**src/hw/rtl/npq_pkg.sv**
```systemverilog
package npq_pkg;

  localparam int unsigned CMD_W  = 1;
  localparam int unsigned PRIO_W = 8;
  localparam int unsigned HID_W  = 8;
  localparam int unsigned ACT_W  = 3;
  localparam int unsigned QCNT_W = 5;
  localparam int unsigned NEST_W = 3;

  typedef enum logic [CMD_W-1:0] {
    CMD_RAISE    = 1'b0,
    CMD_COMPLETE = 1'b1
  } npq_cmd_e;

  typedef enum logic [ACT_W-1:0] {
    ACT_START     = 3'd0,
    ACT_RESUME    = 3'd1,
    ACT_IDLE      = 3'd2,
    ACT_NONE      = 3'd3,
    ACT_IDLE_DONE = 3'd4
  } npq_action_e;

  typedef struct packed {
    logic [PRIO_W-1:0] prio;
    logic [HID_W-1:0]  handler;
  } npq_entry_t;

  // per-transfer control broadcast to every queue cell
  typedef struct packed {
    logic en;   // transfer accepted this cycle
    logic ins;  // new task goes into the queue
    logic pop;  // head leaves the queue
  } npq_cell_ctrl_t;

endpackage

```
**src/hw/rtl/npq_in_if.sv**
```systemverilog
interface npq_in_if;
  logic                        valid;
  logic                        ready;
  logic [npq_pkg::CMD_W-1:0]   command;
  logic [npq_pkg::PRIO_W-1:0]  priority_req;
  logic [npq_pkg::HID_W-1:0]   handler_id;

  modport source (output valid, command, priority_req, handler_id, input ready);
  modport sink   (input valid, command, priority_req, handler_id, output ready);
endinterface

```
**src/hw/rtl/npq_out_if.sv**
```systemverilog
interface npq_out_if;
  logic                        valid;
  logic                        ready;
  logic [npq_pkg::ACT_W-1:0]   action;
  logic [npq_pkg::HID_W-1:0]   started_handler;
  logic [npq_pkg::PRIO_W-1:0]  running_priority;
  logic [npq_pkg::QCNT_W-1:0]  queued_count;
  logic                        dropped;
  logic [npq_pkg::NEST_W-1:0]  nest_level;

  modport source (output valid, action, started_handler, running_priority, queued_count,
                  dropped, nest_level, input ready);
  modport sink   (input valid, action, started_handler, running_priority, queued_count,
                  dropped, nest_level, output ready);
endinterface

```
**src/hw/rtl/nested_priority_task_queue_core.sv**
```systemverilog
// Channel  Dir  Payload                                                   Transfer
// in_i     in   command, priority_req, handler_id                         valid & ready
// out_o    out  action, started_handler, running_priority, queued_count,  valid & ready
//               dropped, nest_level
//
// One item per cycle unless out_o stalls; results come in the cycle after their input.
// The queue is a row of cells that insert and shift the head out in the same cycle.
// Reset clears length, running priority, nesting depth and the output valid.
// in_i.ready drops only while a result is held and out_o.ready is low.
module nested_priority_task_queue_core #(
  parameter int unsigned QUEUE_DEPTH = 16,
  parameter int unsigned NEST_DEPTH  = 4
) (
  input  logic            clk_i,
  input  logic            rst_ni,
  npq_in_if.sink          in_i,
  npq_out_if.source       out_o
);

  localparam int unsigned LEN_W  = $clog2(QUEUE_DEPTH + 1);
  localparam int unsigned SD_W   = $clog2(NEST_DEPTH + 1);
  localparam int unsigned SIDX_W = (NEST_DEPTH > 1) ? $clog2(NEST_DEPTH) : 1;

  logic [LEN_W-1:0]                 len_q, len_d, len_ins;
  logic [npq_pkg::PRIO_W-1:0]       cur_q, cur_d;
  logic [SD_W-1:0]                  sd_q, sd_d;
  logic [npq_pkg::PRIO_W-1:0]       saved_q [NEST_DEPTH];

  logic                             out_valid_q;
  npq_pkg::npq_action_e             act_q, act_d;
  logic [npq_pkg::HID_W-1:0]        started_q, started_d;
  logic [npq_pkg::PRIO_W-1:0]       run_q;
  logic [npq_pkg::QCNT_W-1:0]       qcnt_q;
  logic                             drop_q, drop_d;
  logic [npq_pkg::NEST_W-1:0]       nest_q;

  logic                             fire, raise, full, push;
  logic [npq_pkg::PRIO_W-1:0]       prio_sat;
  npq_pkg::npq_cell_ctrl_t          ctrl;
  logic [SIDX_W-1:0]                push_idx, pop_idx;

  npq_pkg::npq_entry_t              q_w [QUEUE_DEPTH];
  npq_pkg::npq_entry_t              a_w [QUEUE_DEPTH];
  logic                             ge_w [QUEUE_DEPTH];

  assign in_i.ready = !out_valid_q || out_o.ready;
  assign fire       = in_i.valid && in_i.ready;
  assign raise      = npq_pkg::npq_cmd_e'(in_i.command) == npq_pkg::CMD_RAISE;
  assign prio_sat   = (in_i.priority_req == '0) ? npq_pkg::PRIO_W'(1) : in_i.priority_req;
  assign full       = len_q == LEN_W'(QUEUE_DEPTH);
  assign len_ins    = len_q + LEN_W'(raise && !full);
  assign push_idx   = sd_q[SIDX_W-1:0];
  assign pop_idx    = SIDX_W'(sd_q - SD_W'(1));

  always_comb begin
    ctrl.en   = fire;
    ctrl.ins  = raise && !full;
    ctrl.pop  = 1'b0;
    push      = 1'b0;
    act_d     = npq_pkg::ACT_NONE;
    started_d = '0;
    drop_d    = raise && full;
    cur_d     = cur_q;
    sd_d      = sd_q;
    if (raise) begin
      if (len_ins != '0) begin
        if (cur_q == '0) begin
          ctrl.pop = 1'b1;
        end else if (prio_sat > cur_q && sd_q < SD_W'(NEST_DEPTH)) begin
          ctrl.pop = 1'b1;
          push     = 1'b1;
          sd_d     = sd_q + SD_W'(1);
        end
      end
    end else begin
      if (cur_q == '0) begin
        act_d = npq_pkg::ACT_IDLE_DONE;
      end else if (sd_q != '0) begin
        sd_d   = sd_q - SD_W'(1);
        cur_d  = saved_q[pop_idx];
        act_d  = npq_pkg::ACT_RESUME;
      end else if (len_q != '0) begin
        ctrl.pop = 1'b1;
      end else begin
        cur_d = '0;
        act_d = npq_pkg::ACT_IDLE;
      end
    end
    if (ctrl.pop) begin
      cur_d     = a_w[0].prio;
      started_d = a_w[0].handler;
      act_d     = npq_pkg::ACT_START;
    end
    len_d = len_ins - LEN_W'(ctrl.pop);
  end

  for (genvar i = 0; i < QUEUE_DEPTH; i++) begin : g_cell
    npq_pkg::npq_entry_t left_q, right_a;
    logic                left_ge;
    if (i == 0) begin : g_head
      assign left_q  = '0;
      assign left_ge = 1'b1;
    end else begin : g_body
      assign left_q  = q_w[i-1];
      assign left_ge = ge_w[i-1];
    end
    if (i == QUEUE_DEPTH - 1) begin : g_tail
      assign right_a = a_w[i];
    end else begin : g_mid
      assign right_a = a_w[i+1];
    end
    npq_cell #(
      .QUEUE_DEPTH (QUEUE_DEPTH),
      .IDX         (i)
    ) u_cell (
      .clk_i         (clk_i),
      .ctrl_i        (ctrl),
      .len_i         (len_q),
      .new_prio_i    (prio_sat),
      .new_handler_i (in_i.handler_id),
      .left_q_i      (left_q),
      .left_ge_i     (left_ge),
      .right_a_i     (right_a),
      .q_o           (q_w[i]),
      .ge_o          (ge_w[i]),
      .a_o           (a_w[i])
    );
  end

  always_ff @(posedge clk_i or negedge rst_ni) begin
    if (!rst_ni) begin
      len_q       <= '0;
      cur_q       <= '0;
      sd_q        <= '0;
      out_valid_q <= 1'b0;
    end else begin
      if (fire) begin
        len_q <= len_d;
        cur_q <= cur_d;
        sd_q  <= sd_d;
      end
      if (fire) begin
        out_valid_q <= 1'b1;
      end else if (out_o.ready) begin
        out_valid_q <= 1'b0;
      end
    end
  end

  always_ff @(posedge clk_i) begin
    if (fire && push) begin
      saved_q[push_idx] <= cur_q;
    end
    if (fire) begin
      act_q     <= act_d;
      started_q <= started_d;
      run_q     <= cur_d;
      qcnt_q    <= npq_pkg::QCNT_W'(len_d);
      drop_q    <= drop_d;
      nest_q    <= npq_pkg::NEST_W'(sd_d);
    end
  end

  assign out_o.valid            = out_valid_q;
  assign out_o.action           = act_q;
  assign out_o.started_handler  = started_q;
  assign out_o.running_priority = run_q;
  assign out_o.queued_count     = qcnt_q;
  assign out_o.dropped          = drop_q;
  assign out_o.nest_level       = nest_q;

endmodule

```
**src/hw/rtl/npq_cell.sv**
```systemverilog
module npq_cell #(
  parameter int unsigned QUEUE_DEPTH = 16,
  parameter int unsigned IDX         = 0,
  localparam int unsigned LEN_W      = $clog2(QUEUE_DEPTH + 1)
) (
  input  logic                          clk_i,
  input  npq_pkg::npq_cell_ctrl_t       ctrl_i,
  input  logic [LEN_W-1:0]              len_i,
  input  logic [npq_pkg::PRIO_W-1:0]    new_prio_i,
  input  logic [npq_pkg::HID_W-1:0]     new_handler_i,
  input  npq_pkg::npq_entry_t           left_q_i,
  input  logic                          left_ge_i,
  input  npq_pkg::npq_entry_t           right_a_i,
  output npq_pkg::npq_entry_t           q_o,
  output logic                          ge_o,
  output npq_pkg::npq_entry_t           a_o
);

  npq_pkg::npq_entry_t entry_q, entry_d;
  npq_pkg::npq_entry_t new_entry;
  logic                valid;

  assign valid             = len_i > LEN_W'(IDX);
  assign ge_o              = valid && (entry_q.prio >= new_prio_i);
  assign new_entry.prio    = new_prio_i;
  assign new_entry.handler = new_handler_i;

  // entry after insertion: stay, take the new task, or take the left neighbor
  always_comb begin
    a_o = entry_q;
    if (ctrl_i.ins && !ge_o) begin
      a_o = left_ge_i ? new_entry : left_q_i;
    end
    entry_d = ctrl_i.pop ? right_a_i : a_o;
  end

  always_ff @(posedge clk_i) begin
    if (ctrl_i.en) begin
      entry_q <= entry_d;
    end
  end

  assign q_o = entry_q;

endmodule

```
**src/flat_wrapper.sv**
```systemverilog
// flat-port wrapper written by rule: the top's interface ports become plain ports
module nested_priority_task_queue_core_flat 
#(
  parameter int unsigned QUEUE_DEPTH = 16,
  parameter int unsigned NEST_DEPTH  = 4
)
  (clk_i, rst_ni, in_i_valid, in_i_command, in_i_priority_req, in_i_handler_id, in_i_ready, out_o_valid, out_o_action, out_o_started_handler, out_o_running_priority, out_o_queued_count, out_o_dropped, out_o_nest_level, out_o_ready);
  npq_in_if in_i_i ();
  npq_out_if out_o_i ();
  input  logic clk_i;
  input  logic rst_ni;
  input wire logic [$bits(in_i_i.valid)-1:0] in_i_valid;
  input wire logic [$bits(in_i_i.command)-1:0] in_i_command;
  input wire logic [$bits(in_i_i.priority_req)-1:0] in_i_priority_req;
  input wire logic [$bits(in_i_i.handler_id)-1:0] in_i_handler_id;
  output wire logic [$bits(in_i_i.ready)-1:0] in_i_ready;
  output wire logic [$bits(out_o_i.valid)-1:0] out_o_valid;
  output wire logic [$bits(out_o_i.action)-1:0] out_o_action;
  output wire logic [$bits(out_o_i.started_handler)-1:0] out_o_started_handler;
  output wire logic [$bits(out_o_i.running_priority)-1:0] out_o_running_priority;
  output wire logic [$bits(out_o_i.queued_count)-1:0] out_o_queued_count;
  output wire logic [$bits(out_o_i.dropped)-1:0] out_o_dropped;
  output wire logic [$bits(out_o_i.nest_level)-1:0] out_o_nest_level;
  input wire logic [$bits(out_o_i.ready)-1:0] out_o_ready;
  assign in_i_i.valid = in_i_valid;
  assign in_i_i.command = in_i_command;
  assign in_i_i.priority_req = in_i_priority_req;
  assign in_i_i.handler_id = in_i_handler_id;
  assign in_i_ready = in_i_i.ready;
  assign out_o_valid = out_o_i.valid;
  assign out_o_action = out_o_i.action;
  assign out_o_started_handler = out_o_i.started_handler;
  assign out_o_running_priority = out_o_i.running_priority;
  assign out_o_queued_count = out_o_i.queued_count;
  assign out_o_dropped = out_o_i.dropped;
  assign out_o_nest_level = out_o_i.nest_level;
  assign out_o_i.ready = out_o_ready;
  nested_priority_task_queue_core #(.QUEUE_DEPTH(QUEUE_DEPTH), .NEST_DEPTH(NEST_DEPTH)) u_core (.clk_i(clk_i), .rst_ni(rst_ni), .in_i(in_i_i), .out_o(out_o_i));
endmodule
```
**config.mk**
```make
export PLATFORM = sky130hd
export DESIGN_NAME = nested_priority_task_queue_core_flat
export DESIGN_NICKNAME = d
export VERILOG_FILES = /design/src/hw/rtl/npq_pkg.sv /design/src/hw/rtl/npq_in_if.sv /design/src/hw/rtl/npq_out_if.sv /design/src/hw/rtl/nested_priority_task_queue_core.sv /design/src/hw/rtl/npq_cell.sv /design/src/flat_wrapper.sv
export SDC_FILE = /design/constraint.sdc
export NUM_CORES = 1
export LEC_CHECK = 0
export ABC_AREA = 1
export BUFFER_PORTS_ARGS = -buffer_cell sky130_fd_sc_hd__buf_4
export CORE_AREA = 2 2 367 260
export DETAILED_ROUTE_END_ITERATION = 7
export DIE_AREA = 0 0 369 262
export HOLD_SLACK_MARGIN = 0.03
export SYNTH_ARGS = -nofsm -noshare
export SYNTH_HDL_FRONTEND = slang
export SYNTH_SLANG_ARGS = --single-unit
```
**constraint.sdc**
```tcl
create_clock -name clk_i -period 11.95 [get_ports clk_i]
set_input_delay 1.7925 -clock clk_i [delete_from_list [all_inputs] [get_ports clk_i]]
set_output_delay 1.7925 -clock clk_i [all_outputs]
set_load 0.02 [all_outputs]
```
* Word-level counts from Yosys, hierarchy flattened *
Memory sizes are Yosys's and may differ from the RTL's.
Index checks and enable logic that the tools add are counted.
Widths: inputs -> output; s select.

word-level totals
  register bits = 301
  memory bits (writable) = 32
  bits of input ports = 21
  output and inout port bits = 30
  memories kept = 1

memories
  name            words  width  read ports  clocked after memory_dff  wr ports  RTL line                               text
  u_core.saved_q  4      8      1           0                         1         nested_priority_task_queue_core.sv:27  logic [npq_pkg::PRIO_W-1:0] saved_q [NEST_DEPTH];

operators by class
  $add $sub $neg = 4
  magnitude comparators = 34
  equality and inequality tests = 1
  multiplexer cells = 76
  bitwise gates (word level) = 1
  reduce and logical (&&, ||, !) cells = 63

operators with widths
  operator             count
  $mux 16              46
  $ge 8x8->1           16
  $mux 8               6
  $gt 5x4->1 const B   8
  $logic_and 1x1->1    37
  $mux 3               8
  $gt 5x3->1 const B   4
  $logic_not 1->1      18
  $logic_not 8->1      2
  $mux 1               15
  $gt 5x1->1 const B   2
  $gt 5x2->1 const B   2
  $reduce_bool 5->1    2
  $gt 8x8->1           1
  $add 5x1->5          1
  $eq 5x5->1 const B   1
  $sub 5x1->5          1
  $add 3x1->3 const B  1
  $lt 3x3->1 const B   1
  $reduce_bool 3->1    1
  $sub 3x1->3 const B  1
  $mux 2               1
  $reduce_bool 2->1    1
  $reduce_or 2->1      1
  other kinds (2)      2

* Logic depth before layout (Yosys ltp) *
  depth after elaboration = 11
  gate-level depth with buffers = 27
  mapped depth without buffers = 24

* Modules after synthesis *
Synthesis repeated with hierarchy kept, for this count alone.

unflattened totals
  cells, all modules = 3667
  area, all modules = 27132.3 um^2

by module, submodules not included
  module                                    instances  cells each  area an instance (um^2)
  npq_cell at u_core.g_cell[2].u_cell ...   3          205         1452.6
  nested_priority_task_queue_core           1          409         3870.0
  npq_cell at u_core.g_cell[10].u_cell ...  2          205         1455.1
  npq_cell at u_core.g_cell[12].u_cell ...  2          205         1453.9
  npq_cell at u_core.g_cell[13].u_cell ...  2          203         1448.9
  npq_cell at u_core.g_cell[14].u_cell      1          206         1496.4
  npq_cell at u_core.g_cell[0].u_cell       1          194         1452.6
  npq_cell at u_core.g_cell[3].u_cell       1          203         1452.6
  npq_cell at u_core.g_cell[1].u_cell       1          205         1451.4
  npq_cell at u_core.g_cell[11].u_cell      1          204         1448.9
  npq_cell at u_core.g_cell[7].u_cell       1          203         1446.4
  npq_cell at u_core.g_cell[15].u_cell      1          202         1440.1

* Worst setup path after synthesis *
No wires, ideal clock.

  path kind = input -> register
  from = in out_o_ready
  to = reg u_core.g_cell[0].u_cell.entry_q, in the netlist u_core.g_cell[0].u_cell.q_o[0] (enable)
  arrival = 10.202 ns
  required time = 11.191 ns
  setup slack = 0.990 ns
  cell stages on the path = 5
  buffers on the path = 1
  path through = inv_1 -> nand2_1 -> nand2_1 -> clkinv_1 -> clkbuf_1

on the way
  cells in the longest elaborated chain, start to end = 2

ends and longest elaborated chain
  element               RTL line                               text
  start, declared       flat_wrapper.sv:24                     input wire logic [$bits(out_o_i.ready)-1:0] out_o_ready;
  $logic_or 1x1->1      nested_priority_task_queue_core.sv:46  assign in_i.ready = !out_valid_q || out_o.ready;
  via in_i_ready        flat_wrapper.sv:16                     output wire logic [$bits(in_i_i.ready)-1:0] in_i_ready;
  $logic_and 1x1->1     nested_priority_task_queue_core.sv:47  assign fire = in_i.valid && in_i.ready;
  via u_core.fire       nested_priority_task_queue_core.sv:37  logic fire, raise, full, push;
  end signal, assigned  npq_cell.sv:39                         entry_q <= entry_d;
  end, declared         npq_cell.sv:19                         npq_pkg::npq_entry_t entry_q, entry_d;

The timed path passes the listed nets, and every way through them passes these cells.
A chain may end at the register's enable or synchronous reset.

* Worst setup path in the final report *
  from = in in_i_command
  to = reg u_core.started_q, in the netlist u_core.out_o.started_handler[4], data pin

on the way
  cells in the longest elaborated chain, start to end = 6
  elaborated cells between the ends (all ways) = 8
  those cells by class = add/sub: 1; mux: 3; bitwise: 1; reduce/logical: 3

ends and longest elaborated chain
  element               RTL line                                                                      text
  start, declared       flat_wrapper.sv:13                                                            input wire logic [$bits(in_i_i.command)-1:0] in_i_command;
  $not 1->1             nested_priority_task_queue_core.sv:48                                         assign raise = npq_pkg::npq_cmd_e'(in_i.command) == npq_pkg::CMD_RAISE;
  $logic_and 1x1->1     nested_priority_task_queue_core.sv:51, nested_priority_task_queue_core.sv:57
  $add 5x1->5           nested_priority_task_queue_core.sv:51                                         assign len_ins = len_q + LEN_W'(raise && !full);
  $reduce_bool 5->1     nested_priority_task_queue_core.sv:66                                         if (len_ins != '0) begin
  $mux 1                nested_priority_task_queue_core.sv:66
  $mux 1                nested_priority_task_queue_core.sv:65                                         if (raise) begin
  end signal, assigned  nested_priority_task_queue_core.sv:156                                        started_q <= started_d;
  end, declared         nested_priority_task_queue_core.sv:31                                         logic [npq_pkg::HID_W-1:0] started_q, started_d;

Parallel ways exist; a longest one is shown, timed or not.

==> out/qor.log <==
INFO  run_status     run_status=complete, no violations
INFO  clock_tree     cts_max_path_buffers=3
INFO  die            num_io_pins=51
INFO  clock_tree     cts_tree=done
INFO  clock_tree     numCtsBuffers=35
INFO  global_route   grt_pass1_wl=109.8mm
INFO  critical_path  timing.reg2reg.setup_slack=6.10ns
INFO  clock_tree     cts_setup_buffers=0
INFO  final_layout   num-nets-final=3,356
INFO  place          detailed_place.area=24,440um2
INFO  drt            postRouteAntennaNets=0
INFO  min_path       holdPathEnd=u_core.out_o.valid
INFO  clock_tree     cts.hold.buffers_added=0
INFO  critical_path  timing_worst_setup_path_type=primary input to flip-flop
INFO  critical_path  endpoint_of_the_worst_slack_reg_to_reg_timing_path=u_core.out_o.started_handler[4]
INFO  timing         slew_violations=0
INFO  critical_path  cp.required=12.21ns
INFO  drt            detailedRoute.firstIterationViolations=1,921
INFO  min_path       hold_path.startpoint=u_core.out_o.valid
INFO  critical_path  reg2reg_start=u_core.len_q[1]
INFO  final_layout   areaGrowthSynthToFinish=10.16%
INFO  flow_run       timing.max_cap.violations=0
INFO  final_layout   layoutNonFillerInstCount=4,463
INFO  power_and_ir_drop power.static_leakage=0.01230uW
INFO  critical_path  arrival=6.99ns
INFO  drt            detail_route.first_pass.iterations=5
INFO  clock_tree     h-tree-depth=2
INFO  clock_tree     worstSkewPairLatency=0.56ns
INFO  yosys          synth.avg_cell_area=7.150um2
INFO  yosys          ys_types=32
INFO  yosys          yosys_warnings=0
INFO  critical_path  crit_path_end_kind=flip-flop
INFO  global_route   first_global_vias=19,330
INFO  min_path       min_path_type=flip-flop to flip-flop
INFO  timing         timing.final.hold_violations=0
INFO  min_path       holdPathStages=2
INFO  final_layout   postLayoutCoreUtil=27.40%
INFO  critical_path  timing.critical_path.from_type=primary input
INFO  die            number_of_placement_rows=94
INFO  place          replace_congestion=0.8647
INFO  final_layout   final_layout_size_suffix_gt1_share=4.666%
INFO  timing         fin_tns_setup=0ns
INFO  place          port-buffer-count=50
INFO  yosys          synth.ff_latch_count=333
INFO  timing         finClkSkew=0.02326ns
INFO  power_and_ir_drop max-vdd-ir-drop=0.0001283V
INFO  timing         max_slew.worst_pin.slew=1.165ns
INFO  clock_tree     clock_tree.root_cell=sky130_fd_sc_hd__clkbuf_16
INFO  clock_tree     cts_repair_resize_count=0
INFO  timing         worst_hold_slack=0.5353ns
INFO  timing         slew_headroom=22.36%
INFO  drt            drt_drc_violations_left=0
INFO  place          detailedPlacementHpwl=46.13mm
INFO  drt            vias=20,810
INFO  die            floorplan.initialDensity=24.87%
INFO  final_layout   fill_cells=10,330
INFO  clock_tree     clk_transition_reported_paths=0.06ns
INFO  timing         grt_setup_unrepaired=no
INFO  yosys          synth.cell_area=23,170um2
INFO  die            die-area=96,680um2
INFO  drt            wl_per_cell=15.58um
INFO  yosys          postSynthNetCount=3,406
INFO  drt            wl=69.55mm
INFO  global_route   gr-total-overflow=0
INFO  die            floorplan.die.width=369um
INFO  clock_tree     clock_sinks=333
INFO  global_route   antenna_violations_before_repair=2
INFO  final_layout   insertedDiodeCount=0
INFO  critical_path  r2r_cells=14
INFO  global_route   grt_max_degree=166
INFO  place          placedCellCount=4,401
INFO  final_layout   final_cell_area=25,520um2
INFO  timing         finalSetupViolCount=0
INFO  die            coreArea=93,150um2
INFO  yosys          netlist_instances=3,240
INFO  power_and_ir_drop cellPowerDensity=285.3nW/um2
INFO  timing         share_of_the_clock_period_used_by_the_worst_path=56.34%
INFO  timing         final.min_clock_period=6.733ns
INFO  critical_path  path_max_fanout=100
INFO  drt            post_drt_via_cell_ratio=4.664
INFO  timing         max_freq=148.5MHz
INFO  yosys          yosysSeqAreaShare=42.80%
INFO  global_route   global_route.usage.total=14.21%
INFO  die            fp.dieH=262um
-- state kept, by name (all words and copies together), names as in the netlist --
register / count
u_core.sd_q: 3
u_core.cur_q: 8
u_core.out_o.queued_count: 5
u_core.out_o.started_handler: 8
u_core.g_cell.u_cell.q_o: 256
u_core.out_o.dropped: 1
u_core.saved_q: 32
u_core.out_o.nest_level: 3
u_core.out_o.action: 3
u_core.out_o.valid: 1
u_core.len_q: 5
u_core.out_o.running_priority: 8
-- metal layers --
| layer | global-route usage, % | wire length, um | up-vias |
|---|---|---|---|
| met4 | 2.846 | 1102 | 0 |
| met3 | 3.452 | 5887 | 70 |
| met1 | 21.63 | 35400 | 9705 |
| met5 | 0 | 0 | - |
| met2 | 20.06 | 27160 | 638 |
| li1 | - | - | 10400 |
-- through the flow --
stage | total power, uW | setup slack [ns]
after floorplan | 5244 | 0.9900
after global placement | 6102 | 4.822
after detailed placement | 6155 | 4.727
after CTS | 7266 | 5.277
after global routing | 8004 | 4.877
final | 7281 | 5.217
-- synthesized netlist by cell type --
library cell / n / area (um2)
sky130_fd_sc_hd__nand2_1: 1891 / 7098
sky130_fd_sc_hd__edfxtp_1: 316 / 9489
sky130_fd_sc_hd__o21ai_0: 271 / 1356
sky130_fd_sc_hd__ha_1: 145 / 1814
sky130_fd_sc_hd__inv_1: 128 / 480.5
sky130_fd_sc_hd__nand3_1: 91 / 455.4
sky130_fd_sc_hd__clkbuf_1: 80 / 300.3
sky130_fd_sc_hd__a21oi_1: 71 / 355.3
sky130_fd_sc_hd__nor2_1: 55 / 206.5
sky130_fd_sc_hd__buf_2: 44 / 220.2
sky130_fd_sc_hd__buf_6: 23 / 259.0
sky130_fd_sc_hd__nand4_1: 21 / 131.4
sky130_fd_sc_hd__dfrtp_1: 17 / 425.4
sky130_fd_sc_hd__o21a_1: 17 / 127.6
sky130_fd_sc_hd__nor2_2: 14 / 87.58
sky130_fd_sc_hd__buf_4: 10 / 75.07
sky130_fd_sc_hd__inv_2: 9 / 33.78
sky130_fd_sc_hd__buf_1: 6 / 22.52
sky130_fd_sc_hd__o21ai_1: 6 / 30.03
sky130_fd_sc_hd__clkinv_1: 4 / 15.01
sky130_fd_sc_hd__and2_1: 3 / 18.77
sky130_fd_sc_hd__nand2_2: 3 / 18.77
sky130_fd_sc_hd__xor2_1: 3 / 26.28
sky130_fd_sc_hd__nand2_4: 2 / 22.52
sky130_fd_sc_hd__o211ai_1: 2 / 15.01
sky130_fd_sc_hd__xnor2_1: 2 / 17.52
sky130_fd_sc_hd__a21oi_4: 1 / 16.27
sky130_fd_sc_hd__a31oi_1: 1 / 6.260
sky130_fd_sc_hd__a32o_1: 1 / 10.01
sky130_fd_sc_hd__inv_4: 1 / 6.260
sky130_fd_sc_hd__o2111ai_1: 1 / 8.760
sky130_fd_sc_hd__xor2_2: 1 / 16.27
-- worst max-delay path, stage by stage --
cell                       delay (ns)
sky130_fd_sc_hd__buf_4           0.22
sky130_fd_sc_hd__clkinv_1        0.30
sky130_fd_sc_hd__nand2_1         0.65
sky130_fd_sc_hd__inv_2           0.30
sky130_fd_sc_hd__ha_1            0.29
sky130_fd_sc_hd__ha_1            0.20
sky130_fd_sc_hd__xnor2_1         0.32
sky130_fd_sc_hd__nand4_1         0.18
sky130_fd_sc_hd__nand2_1         0.14
sky130_fd_sc_hd__nand2_4         0.11
sky130_fd_sc_hd__nand2_8         0.36
sky130_fd_sc_hd__buf_4           0.97
sky130_fd_sc_hd__buf_4           0.90
sky130_fd_sc_hd__nor2_1          0.12
-- layout make-up --
cell class	count	area [um2]	share of cell area, %
multi-input cells	2602	11850	46.44
flip-flops and latches	333	9915	38.85
well taps	1248	1562	6.119
clock buffers	49	970.9	3.805
repair buffers	76	570.5	2.236
inverters	142	548.0	2.147
clock inverters	13	103.9	0.4069
-- layout by cell type, fill, tap and decap left out, types with 6 or more instances in the layout --
cell type,instances
sky130_fd_sc_hd__o21ai_1,6
sky130_fd_sc_hd__dfrtp_1,17
sky130_fd_sc_hd__nand3_1,91
sky130_fd_sc_hd__o21a_1,17
sky130_fd_sc_hd__inv_2,9
sky130_fd_sc_hd__buf_4,76
sky130_fd_sc_hd__nor2_1,54
sky130_fd_sc_hd__nand2_1,1891
sky130_fd_sc_hd__clkbuf_1,12
sky130_fd_sc_hd__ha_1,145
sky130_fd_sc_hd__nor2_2,15
sky130_fd_sc_hd__a21oi_1,71
sky130_fd_sc_hd__inv_1,128
sky130_fd_sc_hd__nand4_1,21
sky130_fd_sc_hd__edfxtp_1,316
sky130_fd_sc_hd__o21ai_0,271
sky130_fd_sc_hd__clkbuf_16,37
sky130_fd_sc_hd__clkinv_1,12
-- where the power goes --
group / leakage, uW / switching, uW / internal (uW)
clock: 0.000520 / 488 / 610
sequential: 0.00328 / 324 / 2010
combinational: 0.00849 / 2680 / 1170
-- worst max path at each step --
stage	slack, ns	to	depth (start not counted)	from
CTS	5.28	u_core.out_o.started_handler[4]	14	in_i_command
detailed placement	4.73	u_core.out_o.started_handler[4]	14	in_i_command
floorplan	0.99	u_core.g_cell[0].u_cell.q_o[0]	5	out_o_ready
global placement	4.82	u_core.out_o.started_handler[4]	14	in_i_command
finish	5.22	u_core.out_o.started_handler[4]	14	in_i_command
global route	4.88	u_core.out_o.started_handler[4]	14	in_i_command
-- kinds of logic after synthesis --
| logic type | share of synthesized area, % |
|---|---|
| adder cells (fa/ha/maj) | 7.831 |
| XOR/XNOR | 0.2593 |
| AO/OA/AOI/OAI | 8.312 |
| buffers and inverters | 6.098 |
| AND/OR/NAND/NOR | 34.70 |
| flip-flops | 42.80 |
(Power assumes the default switching activity.)
